[config.mk]
export PLATFORM = sky130hd
export DESIGN_NAME = onewire_bus_master_flat
export DESIGN_NICKNAME = d
export VERILOG_FILES = /design/src/hdl/owm_pkg.sv /design/src/hdl/owm_chan_if.sv /design/src/hdl/onewire_bus_master.sv /design/src/flat_wrapper.sv
export SDC_FILE = /design/constraint.sdc
export NUM_CORES = 1
export LEC_CHECK = 0
export BUFFER_PORTS_ARGS = -buffer_cell sky130_fd_sc_hd__buf_4
export CORE_MARGIN = 2
export CORE_UTILIZATION = 26
export DETAILED_ROUTE_END_ITERATION = 7
export HOLD_SLACK_MARGIN = 0.03
export SYNTH_ARGS = -nofsm -noshare
export SYNTH_HDL_FRONTEND = slang
export SYNTH_SLANG_ARGS = --single-unit
[constraint.sdc]
create_clock -name clk -period 4.89 [get_ports clk]
set_input_delay 0.489 -clock clk [delete_from_list [all_inputs] [get_ports clk]]
set_output_delay 0.489 -clock clk [all_outputs]
set_load 0.005 [all_outputs]
[src/hdl/owm_pkg.sv]
// Shared types and constants for the one-wire bus master.
// No dependencies; compiled first.
package owm_pkg;

  localparam int TickW    = 10;
  localparam int LimitW   = 8;
  localparam int CfgDataW = 10;
  localparam int CfgIdxW  = 3;

  localparam logic [7:0]       SkipRomCode = 8'hCC;
  localparam logic [TickW-1:0] ResetLowDefault   = 10'd504;
  localparam logic [LimitW-1:0] PresStartDefault = 8'd120;
  localparam logic [LimitW-1:0] PresEndDefault   = 8'd240;
  localparam logic [TickW-1:0] RecoveryDefault   = 10'd430;
  localparam logic [LimitW-1:0] SlotHoldDefault  = 8'd63;

  localparam logic [TickW:0] WLowTicks = 11'd5;
  localparam logic [TickW:0] WRecTicks = 11'd2;
  localparam logic [TickW:0] RLowTicks = 11'd6;
  localparam logic [TickW:0] RRelTicks = 11'd5;

  typedef enum logic [CfgIdxW-1:0] {
    CFG_RESET_LOW   = 3'd0,
    CFG_PRES_START  = 3'd1,
    CFG_PRES_END    = 3'd2,
    CFG_RECOVERY    = 3'd3,
    CFG_SLOT_HOLD   = 3'd4
  } cfg_idx_t;

  typedef enum logic [1:0] {
    KIND_TICK  = 2'd0,
    KIND_RESET = 2'd1,
    KIND_WRITE = 2'd2,
    KIND_READ  = 2'd3
  } kind_t;

  typedef enum logic [1:0] {
    ST_OK         = 2'd0,
    ST_NO_PRES    = 2'd1,
    ST_STUCK_LOW  = 2'd2
  } status_t;

  typedef struct packed {
    logic [1:0] kind;
    logic [7:0] data_byte;
    logic       line_level;
  } cmd_t;

  typedef struct packed {
    logic       drive_low;
    logic       busy_res;
    logic       done_res;
    logic [1:0] status;
    logic [7:0] read_data;
  } res_t;

endpackage

[src/hdl/owm_chan_if.sv]
// Valid/ready channel interface carrying one payload item per transfer.
// The payload type is a parameter; the block uses the structs of owm_pkg.
interface owm_chan_if #(
  parameter type payload_t = logic
);
  logic     valid;
  logic     ready;
  payload_t payload;

  modport source (output valid, output payload, input ready);
  modport sink   (input valid, input payload, output ready);
endinterface

[src/hdl/onewire_bus_master.sv]
// One-wire bus master: tick-driven reset/presence, byte write and byte read sequencer.
// Depends on owm_pkg and the owm_chan_if channel interface.
//
//   channel | direction | payload                                    | transfer when
//   cmd     | in        | kind, data_byte, line_level                | cmd.valid && cmd.ready
//   res     | out       | drive_low, busy_res, done_res, status,     | res.valid && res.ready
//           |           | read_data                                  |
//   cfg     | in        | cfg_index, cfg_data                        | cfg_we
//
// Every command transfer is one bus tick and yields exactly one result transfer.
// A tick is evaluated in the cycle it is accepted and its result sits in the output
// register from the next cycle on, so one tick per clock is sustained unless res.ready is low;
// the figure is set by the single state update between the accept and the output register.
// While a result waits, a new tick is still taken in the same cycle the result leaves.
// Reset (rst, synchronous) returns the sequencer to idle, clears all counters and
// restores the default timing registers; no result is pending after reset.
module onewire_bus_master (
  input  logic                     clk,
  input  logic                     rst,
  input  logic                     cfg_we,
  input  logic [owm_pkg::CfgIdxW-1:0]  cfg_index,
  input  logic [owm_pkg::CfgDataW-1:0] cfg_data,
  owm_chan_if.sink                 cmd,
  owm_chan_if.source               res
);
  import owm_pkg::*;

  typedef enum logic [3:0] {
    PH_IDLE      = 4'd0,
    PH_RST_LOW   = 4'd1,
    PH_PRES_WAIT = 4'd2,
    PH_PRES_END  = 4'd3,
    PH_RECOVER   = 4'd4,
    PH_W_LOW     = 4'd5,
    PH_W_HOLD    = 4'd6,
    PH_W_REC     = 4'd7,
    PH_R_LOW     = 4'd8,
    PH_R_REL     = 4'd9,
    PH_R_HOLD    = 4'd10
  } phase_t;

  // Timing registers.
  logic [TickW-1:0]  reset_low_ticks;
  logic [LimitW-1:0] presence_start_limit;
  logic [LimitW-1:0] presence_end_limit;
  logic [TickW-1:0]  recovery_ticks;
  logic [LimitW-1:0] slot_hold_ticks;

  // Sequencer state.
  phase_t           phase, phase_next;
  logic [TickW-1:0] tick_count, tick_count_next;
  logic [2:0]       bit_index, bit_index_next;
  logic [7:0]       shift_byte, shift_byte_next;
  logic [1:0]       last_status, last_status_next;
  logic [7:0]       read_result, read_result_next;

  // Output register.
  logic res_valid;
  res_t res_data, res_data_next;

  cmd_t cmd_item;
  logic accept;

  assign cmd_item  = cmd.payload;
  assign cmd.ready = !res_valid || res.ready;
  assign accept    = cmd.valid && cmd.ready;
  assign res.valid = res_valid;
  assign res.payload = res_data;

  // True when the current tick is the last one of a phase of length len
  // (a length of zero behaves as one).
  function automatic logic last_tick(input logic [TickW-1:0] cnt, input logic [TickW:0] len);
    last_tick = ({1'b0, cnt} + 11'd1) >= len;
  endfunction

  always_ff @(posedge clk) begin
    if (rst) begin
      reset_low_ticks      <= ResetLowDefault;
      presence_start_limit <= PresStartDefault;
      presence_end_limit   <= PresEndDefault;
      recovery_ticks       <= RecoveryDefault;
      slot_hold_ticks      <= SlotHoldDefault;
    end else if (cfg_we) begin
      unique case (cfg_index)
        CFG_RESET_LOW:  reset_low_ticks      <= cfg_data;
        CFG_PRES_START: presence_start_limit <= cfg_data[LimitW-1:0];
        CFG_PRES_END:   presence_end_limit   <= cfg_data[LimitW-1:0];
        CFG_RECOVERY:   recovery_ticks       <= cfg_data;
        CFG_SLOT_HOLD:  slot_hold_ticks      <= cfg_data[LimitW-1:0];
        default: ;
      endcase
    end
  end

  // One bus tick: optional command start, then one step of the current phase.
  always_comb begin
    logic drive;
    logic done;
    logic busy;
    logic over;
    phase_next       = phase;
    tick_count_next  = tick_count;
    bit_index_next   = bit_index;
    shift_byte_next  = shift_byte;
    last_status_next = last_status;
    read_result_next = read_result;
    drive = 1'b0;
    done  = 1'b0;
    over  = 1'b0;

    if (phase == PH_IDLE) begin
      unique case (cmd_item.kind)
        KIND_RESET: begin
          phase_next      = PH_RST_LOW;
          tick_count_next = '0;
        end
        KIND_WRITE: begin
          phase_next      = PH_W_LOW;
          shift_byte_next = cmd_item.data_byte;
          bit_index_next  = '0;
          tick_count_next = '0;
        end
        KIND_READ: begin
          phase_next      = PH_R_LOW;
          shift_byte_next = '0;
          bit_index_next  = '0;
          tick_count_next = '0;
        end
        default: ;
      endcase
    end
    busy = (phase_next != PH_IDLE);

    unique case (phase_next)
      PH_IDLE: ;
      PH_RST_LOW: begin
        drive = 1'b1;
        over  = last_tick(tick_count_next, {1'b0, reset_low_ticks});
        tick_count_next = over ? '0 : tick_count_next + 10'd1;
        if (over) phase_next = PH_PRES_WAIT;
      end
      PH_PRES_WAIT: begin
        if (!cmd_item.line_level) begin
          tick_count_next = '0;
          phase_next      = PH_PRES_END;
        end else if (tick_count_next > {2'b00, presence_start_limit}) begin
          last_status_next = ST_NO_PRES;
          done             = 1'b1;
          tick_count_next  = '0;
          phase_next       = PH_IDLE;
        end else begin
          tick_count_next = tick_count_next + 10'd1;
        end
      end
      PH_PRES_END: begin
        if (cmd_item.line_level) begin
          last_status_next = ST_OK;
          tick_count_next  = '0;
          if (recovery_ticks == '0) begin
            phase_next      = PH_W_LOW;
            shift_byte_next = SkipRomCode;
            bit_index_next  = '0;
          end else begin
            phase_next = PH_RECOVER;
          end
        end else if (tick_count_next > {2'b00, presence_end_limit}) begin
          last_status_next = ST_STUCK_LOW;
          done             = 1'b1;
          tick_count_next  = '0;
          phase_next       = PH_IDLE;
        end else begin
          tick_count_next = tick_count_next + 10'd1;
        end
      end
      PH_RECOVER: begin
        over = last_tick(tick_count_next, {1'b0, recovery_ticks});
        tick_count_next = over ? '0 : tick_count_next + 10'd1;
        if (over) begin
          phase_next      = PH_W_LOW;
          shift_byte_next = SkipRomCode;
          bit_index_next  = '0;
        end
      end
      PH_W_LOW: begin
        drive = 1'b1;
        over  = last_tick(tick_count_next, WLowTicks);
        tick_count_next = over ? '0 : tick_count_next + 10'd1;
        if (over) phase_next = PH_W_HOLD;
      end
      PH_W_HOLD: begin
        drive = ~shift_byte_next[bit_index_next];
        over  = last_tick(tick_count_next, {3'b000, slot_hold_ticks});
        tick_count_next = over ? '0 : tick_count_next + 10'd1;
        if (over) phase_next = PH_W_REC;
      end
      PH_W_REC: begin
        over = last_tick(tick_count_next, WRecTicks);
        tick_count_next = over ? '0 : tick_count_next + 10'd1;
        if (over) begin
          if (bit_index_next == 3'd7) begin
            done           = 1'b1;
            bit_index_next = '0;
            phase_next     = PH_IDLE;
          end else begin
            bit_index_next = bit_index_next + 3'd1;
            phase_next     = PH_W_LOW;
          end
        end
      end
      PH_R_LOW: begin
        drive = 1'b1;
        over  = last_tick(tick_count_next, RLowTicks);
        tick_count_next = over ? '0 : tick_count_next + 10'd1;
        if (over) phase_next = PH_R_REL;
      end
      PH_R_REL: begin
        over = last_tick(tick_count_next, RRelTicks);
        tick_count_next = over ? '0 : tick_count_next + 10'd1;
        if (over) phase_next = PH_R_HOLD;
      end
      PH_R_HOLD: begin
        // The line is sampled on the first hold tick of the slot.
        if (tick_count_next == '0) begin
          shift_byte_next[bit_index_next] = shift_byte_next[bit_index_next] |
                                            cmd_item.line_level;
        end
        over = last_tick(tick_count_next, {3'b000, slot_hold_ticks});
        tick_count_next = over ? '0 : tick_count_next + 10'd1;
        if (over) begin
          if (bit_index_next == 3'd7) begin
            read_result_next = shift_byte_next;
            done             = 1'b1;
            bit_index_next   = '0;
            phase_next       = PH_IDLE;
          end else begin
            bit_index_next = bit_index_next + 3'd1;
            phase_next     = PH_R_LOW;
          end
        end
      end
      default: begin
        // Codes outside the sequence fall back to idle with the bus released.
        phase_next      = PH_IDLE;
        tick_count_next = '0;
        bit_index_next  = '0;
      end
    endcase

    res_data_next.drive_low = drive;
    res_data_next.busy_res  = busy;
    res_data_next.done_res  = done;
    res_data_next.status    = last_status_next;
    res_data_next.read_data = read_result_next;
  end

  always_ff @(posedge clk) begin
    if (rst) begin
      phase       <= PH_IDLE;
      tick_count  <= '0;
      bit_index   <= '0;
      shift_byte  <= '0;
      last_status <= '0;
      read_result <= '0;
      res_valid   <= 1'b0;
    end else begin
      if (accept) begin
        phase       <= phase_next;
        tick_count  <= tick_count_next;
        bit_index   <= bit_index_next;
        shift_byte  <= shift_byte_next;
        last_status <= last_status_next;
        read_result <= read_result_next;
        res_valid   <= 1'b1;
      end else if (res.ready) begin
        res_valid <= 1'b0;
      end
    end
  end

  // Result payload needs no reset; it only loads on an accepted tick.
  always_ff @(posedge clk) begin
    if (accept) begin
      res_data <= res_data_next;
    end
  end

endmodule

[src/flat_wrapper.sv]
// flat-port wrapper written by rule: the top's interface ports become plain ports
module onewire_bus_master_flat import owm_pkg::*;
  (clk, rst, cfg_we, cfg_index, cfg_data, cmd_valid, cmd_payload, cmd_ready, res_valid, res_payload, res_ready);
  owm_chan_if cmd_i ();
  owm_chan_if res_i ();
  input  logic clk;
  input  logic rst;
  input  logic cfg_we;
  input  logic [owm_pkg::CfgIdxW-1:0] cfg_index;
  input  logic [owm_pkg::CfgDataW-1:0] cfg_data;
  input wire logic [$bits(cmd_i.valid)-1:0] cmd_valid;
  input wire logic [$bits(cmd_i.payload)-1:0] cmd_payload;
  output wire logic [$bits(cmd_i.ready)-1:0] cmd_ready;
  output wire logic [$bits(res_i.valid)-1:0] res_valid;
  output wire logic [$bits(res_i.payload)-1:0] res_payload;
  input wire logic [$bits(res_i.ready)-1:0] res_ready;
  assign cmd_i.valid = cmd_valid;
  assign cmd_i.payload = cmd_payload;
  assign cmd_ready = cmd_i.ready;
  assign res_valid = res_i.valid;
  assign res_payload = res_i.payload;
  assign res_i.ready = res_ready;
  onewire_bus_master u_core (.clk(clk), .rst(rst), .cfg_we(cfg_we), .cfg_index(cfg_index), .cfg_data(cfg_data), .cmd(cmd_i), .res(res_i));
endmodule
Word level (Yosys, flattened, before mapping)
Cells that the tools add are included.
{ "word_totals": {"ramBits": 0, "latchBits": 0, "memories": 0, "out_inout_bits": 3, "register_bits": 79, "inputBits": 19, "romBits": 0, "wordCells": 126} }
{ "op_classes": {"eq_ne": 27, "n_shift": 0, "addsub": 3, "div": 0, "n_bitwise": 3, "n_mul": 0, "n_lt_le_gt_ge": 10, "n_reduce_logical": 22, "muxes": 49} }
{ "ops": {"columns": ["op", "count"], "rows": [
  ["two-way mux 10 bit", 10],
  ["one-hot mux 10 bit (9 select lines)", 1],
  ["two-way mux 8 bit", 7],
  ["two-way mux 4 bit", 13],
  ["one-hot mux 4 bit (11 select lines)", 1],
  ["one-hot mux 8 bit (3 select lines)", 1],
  [">= comparator 11 x 10 -> 1 bit", 2],
  [">= comparator 11 x 3 -> 1 bit (second input constant)", 2],
  ["two-way mux 3 bit", 7],
  ["> comparator 10 x 8 -> 1 bit", 2],
  ["logical NOT 10 bit", 2],
  ["inequality test 2 x 1 -> 1 bit (second input constant)", 9],
  ["equality test 4 x 3 -> 1 bit (second input constant)", 4],
  ["one-hot mux 3 bit (5 select lines)", 1],
  ["equality test 4 bit (second input constant)", 3],
  ["AND reduction 12 bit", 1],
  ["AND reduction 2 bit", 6],
  ["adder 10 x 1 -> 11 bit (second input constant)", 1],
  [">= comparator 11 x 2 -> 1 bit (second input constant)", 1],
  [">= comparator 11 x 8 -> 1 bit", 1],
  ["adder 10 x 1 -> 10 bit (second input constant)", 1],
  ["bitwise mux 8 bit", 1],
  ["equality test 4 x 2 -> 1 bit (second input constant)", 2],
  ["AND reduction 7 bit", 1],
  ["other kinds (24)", 34]
]} }

Depth between registers and ports, before layout
Gate-level depths: netlist (run 1).
{ "depth": {"word_depth": 9, "depth_mapped": 15, "mapped_depth_nobuf": 13} }

Least setup slack after synthesis (run 1)
No wires, ideal clock.
{ "synth_timing": {"path_kind": "flip-flop to flip-flop", "from": "register u_core.tick_count[3]", "to": "register u_core.shift_byte[5]", "required_time_ps": 4773, "setup_time_ps": 117, "arrival_ps": 3362, "synth_period_minus_slack_ps": 3480, "path_slack_ps": 1410, "stages_incl_launch_ff": 15, "n_path_buf": 2, "cell_sequence": "dfxtp_1 buf_2 and4_1 and4_1 and3_1 xor2_1 ha_1 a311o_1 a221o_1 a221oi_2 and4b_1 buf_4 nand2_4 nor3b_2 a32o_1"} }
{ "synth_between": {"elab_chain_cells": 4, "elab_cells_between_ends": 7, "classes_between": "add/sub: 1; order compare: 1; eq/ne: 1; mux: 2; reduce/logical: 2"} }
{ "synth_lines": {"columns": ["item", "line_no", "text"], "rows": [
  ["from (decl)", "onewire_bus_master.sv:51", "logic [TickW-1:0] tick_count, tick_count_next;"],
  ["from (signal assigned)", "onewire_bus_master.sv:268", "tick_count <= tick_count_next;"],
  ["adder 10 x 1 -> 11 bit", "onewire_bus_master.sv:73", "last_tick = ({1'b0, cnt} + 11'd1) >= len;"],
  [">= comparator 11 x 10 -> 1 bit", "onewire_bus_master.sv:73", null],
  ["inequality test 2 x 1 -> 1 bit (no line)", null, null],
  ["AND reduction 5 bit (no line)", null, null],
  ["to (signal assigned)", "onewire_bus_master.sv:270", "shift_byte <= shift_byte_next;"],
  ["to (decl)", "onewire_bus_master.sv:53", "logic [7:0] shift_byte, shift_byte_next;"]
]} }
Several ways; a longest one is shown, not always the timed one.
A chain may end at the register's enable or synchronous reset.

Final worst setup path (run 1)
Ends and elaborated chain as after synthesis.

==> impl_metrics.csv, run 1 <==
group,metric,value,unit
yosys,ys_seq_elements,72,
sta,setup_tns,0,ps
cts,clk_pin_slew,60,ps
worst_setup_path,crit_family,"simple AND/OR/NAND/NOR gates",
cells_and_area,layout-drive-gt1-share,10.2,%
place,post_dp_cell_area,5080,um2
sta,finClkSkew,8.38,ps
sta,setup_violations,0,
yosys,ys_types,76,
routing,viasPerCell,5.10,
global_routing,grt_max_degree,35,
cts,post_cts_buffers,0,
cts,cts.sinks,72,
place,gp_congestion,0.854,
yosys,async_flop_share,0,%
min_path,hold_path.class,"primary input to flip-flop",
global_routing,antenna_found_initial,0,
cts,ctsHoldBuffers,0,
cts,cts_made_buffers,9,
cells_and_area,most-common-layout-cells,"94 x nand2_1, 71 x dfxtp_1, 43 x inv_1, 41 x ha_1, 39 x a21oi_1",
sta,maxSlewViolCount,0,
cells_and_area,multi_input_area,3010,um2
yosys,synth_nets,661,
worst_setup_path,path_cells,"and4_1, and4_1, and3_1, xor2_1, ha_1, a311o_1, a221o_1, a221oi_2, and4b_1, nand2_4, nor3b_2, a32o_1",
routing,drtPass1Iterations,5,
sta,rsz0062_at_grt,"no",
place,numPortBuffers,21,
power,power_density,270,nW/um2
global_routing,grt_first_pass_wirelength,21600,um
routing,drc,0,
worst_setup_path,crit_fanout,10,
sta,final-hold-violation-count,0,
global_routing,grt_pass1_vias,4166,
sta,fmaxAchievable,253,MHz
run,maxCapViolCount,0,
worst_setup_path,cp_common_cell,"and4_1",
routing,wl_per_cell,15.6,um
worst_setup_path,path_buf_inv,0,
cells_and_area,final_nets,665,
worst_setup_path,endpoint_kind,"flip-flop",
worst_setup_path,cp-start-kind,"flip-flop",
cells_and_area,syn2layout_area_growth,13.0,%
cells_and_area,post-route-util,30.0,%
cts,tritoncts,"done",
yosys,synth_edf_count,1,
worst_setup_path,slowest_delay,530,ps
sta,worstMarginPinSlew,950,ps
place,dp.final_hpwl,9690,um
cells_and_area,fill_cells,1922,
cells_and_area,antenna_cells,0,
sta,fin_hold_ws,381,ps
power,vdd_ir_drop_max,0.182,mV
yosys,synthCells,601,
die,core,18000,um2
cells_and_area,seq_area,1450,um2
cells_and_area,finish.instance_area,5390,um2
cts,clock-root-buffer,"clkbuf_16",
cts,clkLatencyLatePin,340,ps
die,ioPinCount,22,
routing,drt_iter0_drc,241,
die,rows,49,
cts,cts_max_level,3,
yosys,synthFlopType,"dfxtp_1",
cts,clock_tree.buffer_depth,2,
die,fp.dieW,139,um
global_routing,grt.overflow.total,0,
cts,cts.repair.resized,0,
worst_setup_path,crit_slowest_cell,"dfxtp_1",
sta,relSlewSlack,36.4,%
die,dieArea,19400,um2
global_routing,grt_util_all_layers,14.0,%
sta,setup_ws,934,ps
routing,totalWireLength,13100,um
yosys,netlist_area,4770,um2
routing,ant_nets,0,
worst_setup_path,worstSetupPathType,"flip-flop to flip-flop",
status,status,"completed",
cells_and_area,layout_commonest_cell,"nand2_1",
yosys,ys_seq_area_share,30.4,%
sta,finalCritPeriodShare,80.9,%
die,die_h,139,um
place,post-place-ws,983,ps
yosys,synth.avg_cell_area,7.93,um2
die,initial_utilization,26.5,%
worst_setup_path,required,5120,ps
sta,period_needed,3960,ps
yosys,yosysWarnings,0,
power,p_leak,0.00225,uW
routing,routed-via-count,4271,
worst_setup_path,cp.arrival,4180,ps
[cell type report]
type / instances / area share, %
multi-input cells: 455 / 55.9
flip-flops and latches: 72 / 26.9
well taps: 229 / 5.32
clock buffers: 12 / 4.95
inverters: 45 / 3.13
repair buffers: 22 / 3.06
clock inverters: 3 / 0.743
[synth_stat cells, types with 3 or more instances]
| library cell | n | share of area [%] |
|---|---|---|
| a2111oi_0 | 3 | 0.55 |
| a211oi_1 | 6 | 0.94 |
| a21oi_1 | 39 | 4.1 |
| a22o_1 | 6 | 1.1 |
| a31oi_1 | 4 | 0.52 |
| and3_1 | 8 | 1.0 |
| and4_1 | 3 | 0.55 |
| buf_1 | 3 | 0.24 |
| buf_2 | 3 | 0.31 |
| buf_4 | 4 | 0.63 |
| clkbuf_1 | 17 | 1.3 |
| dfxtp_1 | 71 | 30 |
| ha_1 | 41 | 11 |
| inv_1 | 43 | 3.4 |
| mux2_2 | 3 | 0.71 |
| mux2i_1 | 15 | 3.1 |
| nand2_1 | 94 | 7.4 |
| nand2b_1 | 12 | 1.6 |
| nand3_1 | 14 | 1.5 |
| nand4_1 | 8 | 1.0 |
| nand4b_1 | 6 | 1.1 |
| nor2_1 | 38 | 3.0 |
| nor2b_1 | 12 | 1.6 |
| nor3_1 | 13 | 1.4 |
| nor4_1 | 5 | 0.66 |
| o211ai_1 | 24 | 3.8 |
| o21a_1 | 8 | 1.3 |
| o21ai_0 | 30 | 3.1 |
| o31ai_1 | 4 | 0.63 |
| or2_2 | 3 | 0.39 |
| or3_1 | 3 | 0.39 |
| xnor2_1 | 5 | 0.92 |
[metal layers]
metal  vias up  track usage (%)  wire, um
met1      1999             18.8      6280
li1       2154                -         -
met4         0             5.64       328
met3        19             2.92       589
met2        99             22.0      5870
met5         -                0         0
[worst min-delay path: stages]
cell and delay (ps):
buf_4 90, nand2_1 40, o211ai_1 70
[flip-flops by register name (all words and copies together) (netlist names)]
register	cells
u_core.presence_start_limit	8
u_core.slot_hold_ticks	8
u_core.phase	4
u_core.res.valid	1
u_core.shift_byte	8
u_core.bit_index	3
u_core.res.payload	1
u_core.presence_end_limit	8
u_core.reset_low_ticks	10
u_core.read_result	1
u_core.tick_count	10
u_core.recovery_ticks	10
[cells by family after synthesis]
kind of cell,share of synthesized area [%]
and+or+nand+nor,24.8
DFF,30.4
AOI/OAI and AO/OA,21.3
buffers and inverters,6.40
xor gates and xnor gates,1.44
adders and majority gates,11.2
muxes,4.33
[where the power goes]
group	total, uW	internal, uW	switching [uW]
clock network	688	432	256
registers	618	605	13.7
logic	146	55.9	90.2
total	1450	1090	360
[final timing paths]
path                                  start                   endpoint  slack [ps]  cells after the start
setup / recovery       u_core.tick_count[3]       u_core.shift_byte[5]         930                     12
hold / removal                  cfg_data[8]  u_core.reset_low_ticks[8]         380                      3
setup reg to reg       u_core.tick_count[3]       u_core.shift_byte[5]         930                     12
hold reg to reg   u_core.reset_low_ticks[1]  u_core.reset_low_ticks[1]         450                      2
[per-stage QoR]
step | instances | power (uW)
floorplan | 601 | 724
global placement | 823 | 776
detailed placement | 823 | 776
CTS | 838 | 1460
global route | 838 | 1510
finish | 838 | 1450
(Power assumes the default switching activity.)
==> run 2, diff against run 1 <==
- clock period: 4.89 -> 3.9 ns (I/O delays scaled with it)
==> impl_metrics.csv, run 2 (synthesized netlist as in run 1, its figures left out) <==
group,metric,value,unit
global_routing,grt_util_all_layers,13.8,%
cts,tritoncts,"done",
place,numPortBuffers,21,
sta,worstMarginPinSlew,1000,ps
die,fp.dieW,139,um
cts,clock_tree.buffer_depth,2,
place,gp_congestion,0.865,
routing,dr_wl_met3,456,um
power,p_switching,486,uW
sta,final-hold-violation-count,0,
worst_setup_path,rr_worst_depth,13,
routing,ant_nets,0,
routing,drt_iter0_drc,283,
routing,totalWireLength,12800,um
die,ioPinCount,22,
global_routing,grt_first_pass_wirelength,21500,um
die,die_h,139,um
power,p_leak,0.00230,uW
sta,setup_ws,283,ps
cts,cts_max_level,3,
power,p_clk_share,49.0,%
worst_setup_path,regToRegEndpoint,"u_core.tick_count[4]",
power,p_int,1400,uW
global_routing,grt.overflow.total,0,
global_routing,antenna_found_initial,0,
power,swShare,25.8,%
cells_and_area,layout-drive-gt1-share,11.9,%
worst_setup_path,endpoint_kind,"flip-flop",
routing,drtPass1Iterations,5,
status,status,"completed",
place,dp.final_hpwl,9670,um
power,p_comb_share,9.9,%
routing,routed-via-count,4226,
die,core,18000,um2
sta,finalCritPeriodShare,92.8,%
place,post-place-ws,299,ps
cts,post_cts_buffers,0,
min_path,min_path_cells,3,
sta,setup_violations,0,
routing,drc,0,
worst_setup_path,worstSetupPathType,"flip-flop to flip-flop",
worst_setup_path,cp-start-kind,"flip-flop",
sta,maxSlewViolCount,0,
cts,ctsHoldBuffers,0,
worst_setup_path,required,4190,ps
worst_setup_path,cp.arrival,3910,ps
cells_and_area,instances_no_fill,849,
min_path,holdPathEnd,"u_core.reset_low_ticks[8]",
cts,clkLatencyLatePin,350,ps
global_routing,grt_pass1_vias,4130,
place,dp.cells,833,
sta,rsz0062_at_grt,"no",
min_path,hold_path.class,"primary input to flip-flop",
routing,wl_met1,6260,um
cells_and_area,syn2layout_area_growth,15.1,%
cells_and_area,final_nets,675,
routing,maxUsedRoutingLayer,"met4",
routing,wl_per_cell,15.0,um
sta,period_needed,3620,ps
cells_and_area,top_regs,"u_core.recovery_ticks x10, u_core.reset_low_ticks x10, u_core.tick_count x10",
sta,relSlewSlack,33.0,%
die,rows,49,
sta,fmaxAchievable,276,MHz
worst_setup_path,crit_fanout,7,
power,vdd_ir_drop_max,0.227,mV
cells_and_area,layout_commonest_cell,"nand2_1",
cells_and_area,most-common-layout-cells,"94 x nand2_1, 71 x dfxtp_1, 43 x inv_1, 41 x ha_1, 39 x a21oi_1",
die,initial_utilization,26.5,%
min_path,worstHoldStart,"cfg_data[8]",
sta,finClkSkew,8.29,ps
routing,dr_wl_met2,5810,um
power,seqPwrFrac,41.1,%
power,power_density,343,nW/um2
cts,cts.sinks,72,
cells_and_area,antenna_cells,0,
worst_setup_path,r2r-start,"u_core.tick_count[1]",
worst_setup_path,r2r_slack,280,ps
routing,viasPerCell,4.98,
sta,setup_tns,0,ps
cts,clock-root-buffer,"clkbuf_16",
cts,cts.repair.resized,0,
global_routing,grt_max_degree,35,
die,dieArea,19400,um2
cts,clk_pin_slew,60,ps
cts,cts_made_buffers,9,
run,maxCapViolCount,0,
## run 2: cell count changes in the layout (fill, tap and decap cells not counted)
cell	previous run	this run
inv_6	0	3
buf_4	22	32
bufinv_16	1	2
clkinvlp_4	0	2
and4b_2	0	1
clkinv_2	2	0
clkbuf_8	3	0
and4b_1	1	0
## run 2: stage by stage
stage | hold slack [ps] | power, uW | util [%] | cell area [um2]
after floorplan | 436 | 907 | - | 4770
after global placement | 445 | 975 | 28.7 | 5160
after detailed placement | 450 | 975 | 28.7 | 5160
after CTS | 269 | 1900 | 30.5 | 5480
after global routing | 283 | 1960 | 30.5 | 5490
final | 274 | 1880 | 30.5 | 5490
## run 2: worst max-delay path by stage
stage | from | endpoint | slack [ps] | cells after the start
2_1_floorplan | u_core.tick_count[3] | u_core.shift_byte[5] | 420 | 14
3_3_place_gp | u_core.tick_count[1] | u_core.shift_byte[5] | 370 | 12
3_5_place_dp | u_core.tick_count[1] | u_core.shift_byte[3] | 300 | 12
4_1_cts | u_core.tick_count[1] | u_core.shift_byte[3] | 270 | 12
5_1_grt | u_core.tick_count[1] | u_core.shift_byte[3] | 30 | 12
6_report | u_core.tick_count[1] | u_core.tick_count[4] | 280 | 13
## run 2: cell type report
cell class	instances	area, um2
multi-input combinational	455	3010
clock inverter	7	101
timing repair buffer	32	240
fill	1919	12500
inverter	45	169
tap	229	287
sequential	72	1450
clock buffer	9	225
## run 2: layer usage
metal / GRT usage (%) / vias to the layer above
li1: - / 2180
met1: 18.6 / 1948
met2: 21.7 / 82
met3: 3.17 / 16
met4: 4.73 / 0
met5: 0 / -
## run 2: critical path, stage by stage, from the launching register on
cell,delay (ps)
dfxtp_1,440
and4_1,320
and4_1,280
and3_1,180
xor2_1,250
ha_1,320
a311o_1,360
a221o_1,280
a221oi_2,280
buf_4,200
a211oi_2,60
a21oi_2,290
and3_1,200
a211o_1,90
## run 2: power by group through the flow
| stage | Sequential (uW) | Combinational (uW) | Clock (uW) |
|---|---|---|---|
| floorplan | 782 | 125 | 0 |
| global placement | 790 | 186 | 0 |
| detailed placement | 790 | 185 | 0 |
| CTS | 773 | 187 | 944 |
| global route | 776 | 210 | 978 |
| finish | 774 | 186 | 923 |
==> run 3, diff against run 2 <==
- clock period: 3.9 -> 4.2 ns (I/O delays scaled with it)
==> impl_metrics.csv, run 3 (synthesized netlist as in run 1, its figures left out) <==
group,metric,value,unit
power,swShare,25.4,%
cts,post_cts_buffers,0,
place,gp_congestion,0.910,
cells_and_area,final_nets,666,
die,rows,49,
die,ioPinCount,22,
routing,drc,0,
cells_and_area,layout_commonest_cell,"nand2_1",
routing,drt_iter0_drc,363,
run,maxCapViolCount,0,
sta,finClkSkew,11.6,ps
place,dp.final_hpwl,9770,um
die,core,18000,um2
power,seqPwrFrac,43.2,%
global_routing,antenna_found_initial,0,
routing,viasPerCell,5.17,
sta,setup_tns,0,ps
cells_and_area,layout-drive-gt1-share,10.3,%
cells_and_area,most-common-layout-cells,"94 x nand2_1, 71 x dfxtp_1, 43 x inv_1, 41 x ha_1, 39 x a21oi_1",
sta,finalCritPeriodShare,92.1,%
global_routing,grt_max_degree,32,
min_path,hold_path.class,"primary input to flip-flop",
cts,clkLatencyLatePin,340,ps
power,p_switching,423,uW
die,dieArea,19400,um2
cts,ctsHoldBuffers,0,
cts,cts_max_level,3,
global_routing,grt_pass1_vias,4105,
routing,routed-via-count,4336,
global_routing,grt.overflow.total,0,
routing,ant_nets,0,
sta,fmaxAchievable,259,MHz
routing,drtPass1Iterations,4,
worst_setup_path,required,4490,ps
worst_setup_path,cp.arrival,4150,ps
worst_setup_path,crit_fanout,10,
cells_and_area,syn2layout_area_growth,13.0,%
worst_setup_path,worstSetupPathType,"flip-flop to flip-flop",
sta,worstMarginPinSlew,983,ps
sta,fin_hold_ws,307,ps
cts,clock-root-buffer,"clkbuf_16",
power,p_clk_share,46.4,%
sta,rsz0062_at_grt,"no",
sta,period_needed,3870,ps
power,power_density,309,nW/um2
sta,final-hold-violation-count,0,
die,die_h,139,um
worst_setup_path,r2r-start,"u_core.tick_count[0]",
cts,cts.repair.resized,0,
routing,totalWireLength,13000,um
place,numPortBuffers,21,
sta,setup_violations,0,
power,p_leak,0.00224,uW
cts,clock_tree.buffer_depth,2,
cts,cts_made_buffers,9,
cts,clk_pin_slew,60,ps
sta,relSlewSlack,34.2,%
die,fp.dieW,139,um
cts,tritoncts,"done",
routing,wl_per_cell,15.5,um
global_routing,grt_first_pass_wirelength,21400,um
cts,cts.sinks,72,
worst_setup_path,endpoint_kind,"flip-flop",
power,vdd_ir_drop_max,0.202,mV
worst_setup_path,crit_start,"u_core.tick_count[0]",
power,p_comb_share,10.4,%
cells_and_area,top_regs,"u_core.recovery_ticks x10, u_core.reset_low_ticks x10, u_core.tick_count x10",
sta,maxSlewViolCount,0,
global_routing,grt_util_all_layers,13.8,%
worst_setup_path,cp-start-kind,"flip-flop",
status,status,"completed",
die,initial_utilization,26.5,%
power,p_int,1240,uW
cells_and_area,antenna_cells,0,
min_path,worstHoldStart,"cfg_data[8]",
## run 3: stage by stage
stage               power [uW]  cells  utilization [%]  setup slack [ps]  instance area (um2)
detailed placement         906    824             28.3               452                 5090
finish                    1670    839             30.0               334                 5390
CTS                       1680    839             30.0               412                 5390
global route              1730    839             30.0              85.2                 5390
global placement           904    824             28.3               498                 5090
floorplan                  843    601                -               720                 4770
## run 3: metal layers
metal | up-vias | wire, um | global-route usage [%]
met4 | 0 | 408 | 6.33
met2 | 117 | 5590 | 21.1
li1 | 2161 | - | -
met5 | - | 0 | 0
met3 | 23 | 543 | 2.37
met1 | 2035 | 6430 | 19.0
## run 3: power groups by stage
stage               registers [uW]  clock network [uW]  logic (uW)
floorplan                      726                   0         116
global placement               735                   0         170
detailed placement             735                   0         171
CTS                            720                 790         172
global route                   722                 815         194
finish                         720                 772         173
## run 3: final cells by class
type,count,area [um2]
fillers,1901,12600
multi-input cells,455,3010
flip-flops and latches,72,1450
well taps,229,287
clock buffers,10,239
repair buffers,23,173
inverters,45,169
clock inverters,5,56.3
## run 3: critical path, cell delays in order (launching register included)
cell and delay (ps):
dfxtp_1 540, ha_1 450, xnor2_1 270, inv_1 200, ha_1 320, o21a_1 110, nor2_1 50, o21ai_0 340
a211oi_1 130, a22o_1 250, nor4b_4 380, nand2_2 190, a2111oi_0 440, o21a_1 160
## run 3: worst paths after layout
check                               to  slack, ps  cells past startpoint
min          u_core.reset_low_ticks[8]        310                      3
max reg2reg            u_core.phase[1]        330                     13
min reg2reg  u_core.slot_hold_ticks[7]        450                      2
max                    u_core.phase[1]        330                     13
